File: src/hdl/hcft_pkg.sv
// Shared types and constants for the header compression flow table.
`timescale 1ns / 1ps
package hcft_pkg;

  localparam int FLOW_SLOTS  = 64;
  localparam int ADDR_W      = (FLOW_SLOTS > 1) ? $clog2(FLOW_SLOTS) : 1;
  localparam int CNT_W       = $clog2(FLOW_SLOTS + 1);
  localparam int QUEUE_DEPTH = 2;
  localparam int QPTR_W      = $clog2(QUEUE_DEPTH);
  localparam int QCNT_W      = $clog2(QUEUE_DEPTH + 1);

  localparam logic [7:0]  PROTO_TCP = 8'd6;
  localparam logic [7:0]  PROTO_UDP = 8'd17;
  localparam logic [3:0]  IP_V4     = 4'd4;
  localparam logic [15:0] MIN_LEN   = 16'd40;
  localparam logic [6:0]  IP_HDR    = 7'd20;
  // transport header length minus the 4-byte compressed header
  localparam logic [6:0]  TCP_NET   = 7'd16;
  localparam logic [6:0]  UDP_NET   = 7'd4;
  localparam logic [31:0] COUNT_MAX = 32'hFFFF_FFFF;

  localparam logic [1:0] OUT_REJECT = 2'd0;
  localparam logic [1:0] OUT_NEW    = 2'd1;
  localparam logic [1:0] OUT_COMP   = 2'd2;

  typedef struct packed {
    logic [31:0] src_ip;
    logic [31:0] dst_ip;
    logic [31:0] ports;
    logic [7:0]  proto;
  } key_t;

  typedef struct packed {
    key_t        key;
    logic [31:0] count;
    logic [31:0] saved;
  } entry_t;

  typedef struct packed {
    logic        reject;
    key_t        key;
    logic [15:0] len;
    logic [6:0]  gain;
  } item_t;

  typedef struct packed {
    logic  valid;
    item_t item;
  } queue_head_t;

endpackage

File: src/hdl/hcft_front.sv
// Front end: header eligibility check, compressed-size math and the item queue.
`timescale 1ns / 1ps
module hcft_front import hcft_pkg::*; (
  input  logic        clk,
  input  logic        rst,
  input  logic        start,
  output logic        busy,
  input  logic [15:0] pkt_len,
  input  logic [3:0]  ip_version,
  input  logic [3:0]  ihl_words,
  input  logic [7:0]  proto,
  input  logic [31:0] src_ip,
  input  logic [31:0] dst_ip,
  input  logic [15:0] sport,
  input  logic [15:0] dport,
  input  logic        pop,
  output queue_head_t head
);
  item_t             item_in;
  logic [6:0]        ihl_bytes;
  logic              is_tcp;
  logic              push;
  item_t             q [QUEUE_DEPTH];
  logic [QPTR_W-1:0] wr_ptr;
  logic [QPTR_W-1:0] rd_ptr;
  logic [QCNT_W-1:0] count;

  always_comb begin
    ihl_bytes = {1'b0, ihl_words, 2'b00};
    is_tcp    = (proto == PROTO_TCP);
    item_in.key.src_ip = src_ip;
    item_in.key.dst_ip = dst_ip;
    item_in.key.ports  = {sport, dport};
    item_in.key.proto  = proto;
    item_in.len        = pkt_len;
    item_in.gain       = ihl_bytes + (is_tcp ? TCP_NET : UDP_NET);
    item_in.reject     = (pkt_len < MIN_LEN) || (ip_version != IP_V4) ||
                         (pkt_len < 16'(ihl_bytes + IP_HDR)) ||
                         (!is_tcp && proto != PROTO_UDP);
  end

  assign busy       = (count == QCNT_W'(QUEUE_DEPTH));
  assign push       = start && !busy;
  assign head.valid = (count != '0);
  assign head.item  = q[rd_ptr];

  always_ff @(posedge clk) begin
    if (push) begin
      q[wr_ptr] <= item_in;
    end
  end

  always_ff @(posedge clk) begin
    if (rst) begin
      wr_ptr <= '0;
      rd_ptr <= '0;
      count  <= '0;
    end else begin
      if (push) begin
        wr_ptr <= QPTR_W'(wr_ptr + 1'b1);
      end
      if (pop) begin
        rd_ptr <= QPTR_W'(rd_ptr + 1'b1);
      end
      count <= QCNT_W'(count + QCNT_W'(push) - QCNT_W'(pop));
    end
  end
endmodule

File: config.mk
export PLATFORM = sky130hd
export DESIGN_NAME = hcft_front
export DESIGN_NICKNAME = d
export VERILOG_FILES = /design/src/hdl/hcft_pkg.sv /design/src/hdl/hcft_front.sv
export SDC_FILE = /design/constraint.sdc
export NUM_CORES = 1
export LEC_CHECK = 0
export ABC_AREA = 1
export BUFFER_PORTS_ARGS = -buffer_cell sky130_fd_sc_hd__clkbuf_2
export CORE_UTILIZATION = 39
export DETAILED_ROUTE_END_ITERATION = 12
export HOLD_SLACK_MARGIN = 0.08
export MAX_ROUTING_LAYER = met4
export PLACE_DENSITY_LB_ADDON = 0.25
export SLEW_MARGIN = 15
export SYNTH_ARGS = -nofsm -noshare
export SYNTH_HDL_FRONTEND = slang
export SYNTH_SLANG_ARGS = --single-unit
export TNS_END_PERCENT = 5
File: constraint.sdc
create_clock -name clk -period 27.3 [get_ports clk]
set_clock_uncertainty 0.2 [all_clocks]
set_input_delay 8.19 -clock clk [delete_from_list [all_inputs] [get_ports clk]]
set_output_delay 8.19 -clock clk [all_outputs]
set_load 0.01 [all_outputs]
==> impl_results.md <==
- Pre-CTS setup slack: 16370 ps
- Leak Pwr: between 4 and 5 nW
- Io pins: 262
- H-tree depth: 1
- Worst VDD drop: between 0.04 and 0.05 mV
- Num CTS Buffers: 26
- Fmax: 0.08790 GHz
- Post-synthesis register bit count: between 200 and 300
- Status: finished clean
- Slew margin rel.: 0.2653
- CP max-delay cell: buf_4
- Class of the worst hold path: flip-flop to flip-flop
- CORE AREA: 24530 um^2
- Crit-path cells: buf_4 > mux2_2 > clkbuf_2
- Tmin final: 11380 ps
- Critical path class: flip-flop to output pin
- Syn-to-layout area delta: 24.55%
- Worst setup EP type: output pin
- Cts hold-fix bufs: 0
- Die Span Y: 160.9 um
- CTS tree: built
- CP max stage delay: 920 ps
- Register area share after synthesis: 0.7788
- GRT Residual Overflow: 0
- Setup violators final: 0
- Share of cells above drive strength 1: 0.5466
- Number of global-route vias before repair: 5490
- GR Util met3: 0.04675
- Routed len/inst: 17.42 um
- Synthesis warning total: 0
- Top Usage Layer GRT: met2
- Tot Pwr: 0.0009654 W
- Worst Setup Slack, final: 15920 ps
- Req. time, crit path: 18910 ps
- Asr flop ratio synth: 0
- RD Place Congestion: between 0.8 and 0.9
- Worst-path clk slew: ~60 ps
- Most common cell in the netlist: edfxtp_1
- CTS sink count: roughly 260
- TritonRoute pass-1 iters: 4
- Initial antenna violation count: 0
- Final HPWL DP: around 13000 um
- Average size of a mapped cell: 20.13 um^2
- RSZ-0062 raised after global routing: no
- DRC: 0
- Postcts setup bufs: 0
- Max Cap Viol: 0
- Synth area leader: edfxtp_1
- Yosys top cell area share: 0.7686
- Max clock buf depth: 3
- PortBufs: 259
- Vias per cell: 4.659
- CP max FO: 69
- Final WL: 19290 um
- GRT met1 Usage: 0.1840
- Worst-Margin Slew: roughly 1100 ps
- Global Route Usage Sum: 0.1501
- Mapped Cells: between 400 and 500
- Iteration-0 DRC Markers: 211
- Syn Std Cell Area: just under 10000 um^2
- Clk_lat worst skew: 520 ps
- Synth top cells by count: 252 x edfxtp_1, 86 x mux2_2, 40 x mux2_4, 25 x nor2_1, 16 x inv_1
- Synth top area cells: edfxtp_1 77%, mux2_2 9.8%, mux2_4 6.1%
- Inserted Diodes: 0
- Post-synthesis cell type count: 22
- CP Buf/Inv Count: 2
- Via count: 5158
- Fillers: 2110
- Placement Rows: 57
- Final setup TNS: 0 ps
- Die width: 160.9 um
- Cts repair resizes: 0
- CP top delay family: buffers and inverters
- Largest net degree at the start of global routing: 74
- EDFF count, synth: between 200 and 300
- Power per Cell Area: 78.73 nW/um^2
- Clock root buffer master: clkbuf_16
- Final Max Slew Viols: 0
- Worst path arrival time: between 2000 and 3000 ps
- Post-synth top flop: edfxtp_1
- Antenna Nets Post-Route: 0
- Final net count: 908
- Die area: ~26000 um^2
- Met2 usage: 0.2418
- Period Utilization, post-route: 0.4167
- Initial core utilization: 0.4013
- Final Hold Fails: 0
- Critical Path Start Type: flip-flop
- Global-route wire length before repair: 29330 um
worst reg2reg max path, stage by stage, from the launching register on:
cell	delay (ps)
dfxtp_1	330
inv_1	80
o21ai_0	240
nor2_4	150
buf_4	590
buf_4	900
per-stage QoR:
stage / hold WS, ps / area [um^2] / utilization / std cells
6_report: 323.3 / 12260 / 0.4998 / 1107
5_1_grt: 364.0 / 12260 / 0.4998 / 1107
4_1_cts: 327.1 / 12260 / 0.4998 / 1107
3_5_place_dp: 305.0 / 11480 / 0.4681 / 1062
3_3_place_gp: 291.7 / 11480 / 0.4681 / 1062
2_1_floorplan: 279.9 / 9849 / - / 490
worst paths after layout:
kind | startpoint | end | slack, ps | cells past startpoint
setup / recovery | flip-flop | head[76] | 15920 | 3
hold / removal | rd_ptr | flip-flop | 320 | 2
hold reg to reg | rd_ptr | flip-flop | 320 | 2
setup reg to reg | count[1] | q[0][6] | 24330 | 5
metal layers:
metal | wire length, um | up-vias
li1 | - | 2424
met1 | 8059 | 2506
met2 | 9242 | 197
met3 | 1574 | 31
met4 | 408 | 0
met5 | 0 | -
cell type report:
type                            instances  area [um^2]  area share
Tap cell                              324        405.4     0.03306
Multi-Input combinational cell        201         2014      0.1643
Inverter                               16        60.06    0.004897
Clock inverter                         15        91.34    0.007448
Timing Repair Buffer                  264         1334      0.1088
Clock buffer                           30        686.9     0.05601
Sequential cell                       257         7671      0.6255
cell usage in the layout, fill, tap and decap left out, drive strengths merged, types with 2 or more instances in the layout:
cell    instances
clkbuf        289
edfxtp        252
mux2          126
nor2           25
inv            16
nand2          15
clkinv         13
ha             10
xor2            5
buf             5
dfxtp           5
o21ai           4
nand3           4
or2             2
a21oi           2
nor3            2
conb            2
power breakdown:
part,internal (W),leakage [nW],switching [W]
logic,0.0000636,2.01,0.0000786
registers,0.000485,2.38,0.0000136
clock network,0.000187,0.380,0.000137
total,0.000736,4.77,0.000229
cell families (layout without fill, tap and decap cells):
| family | Yosys count | after routing | share of synthesized area |
|---|---|---|---|
| DFF | 257 | 257 | 0.7788 |
| muxes | 126 | 126 | 0.1594 |
| and+or+nand+nor | 50 | 50 | 0.02110 |
| buffers and inverters | 32 | 325 | 0.01855 |
| adders and majority gates | 10 | 10 | 0.01271 |
| AOI/OAI and AO/OA | 7 | 7 | 0.003813 |
| xor gates and xnor gates | 6 | 6 | 0.005337 |
| other | 1 | 2 | 0.0003809 |
flip-flops by register name, indices dropped and copies added (netlist names), named ones only:
signal / cells
count: 2
q: 252
rd_ptr: 1
wr_ptr: 1
(Power assumes the default switching activity.)
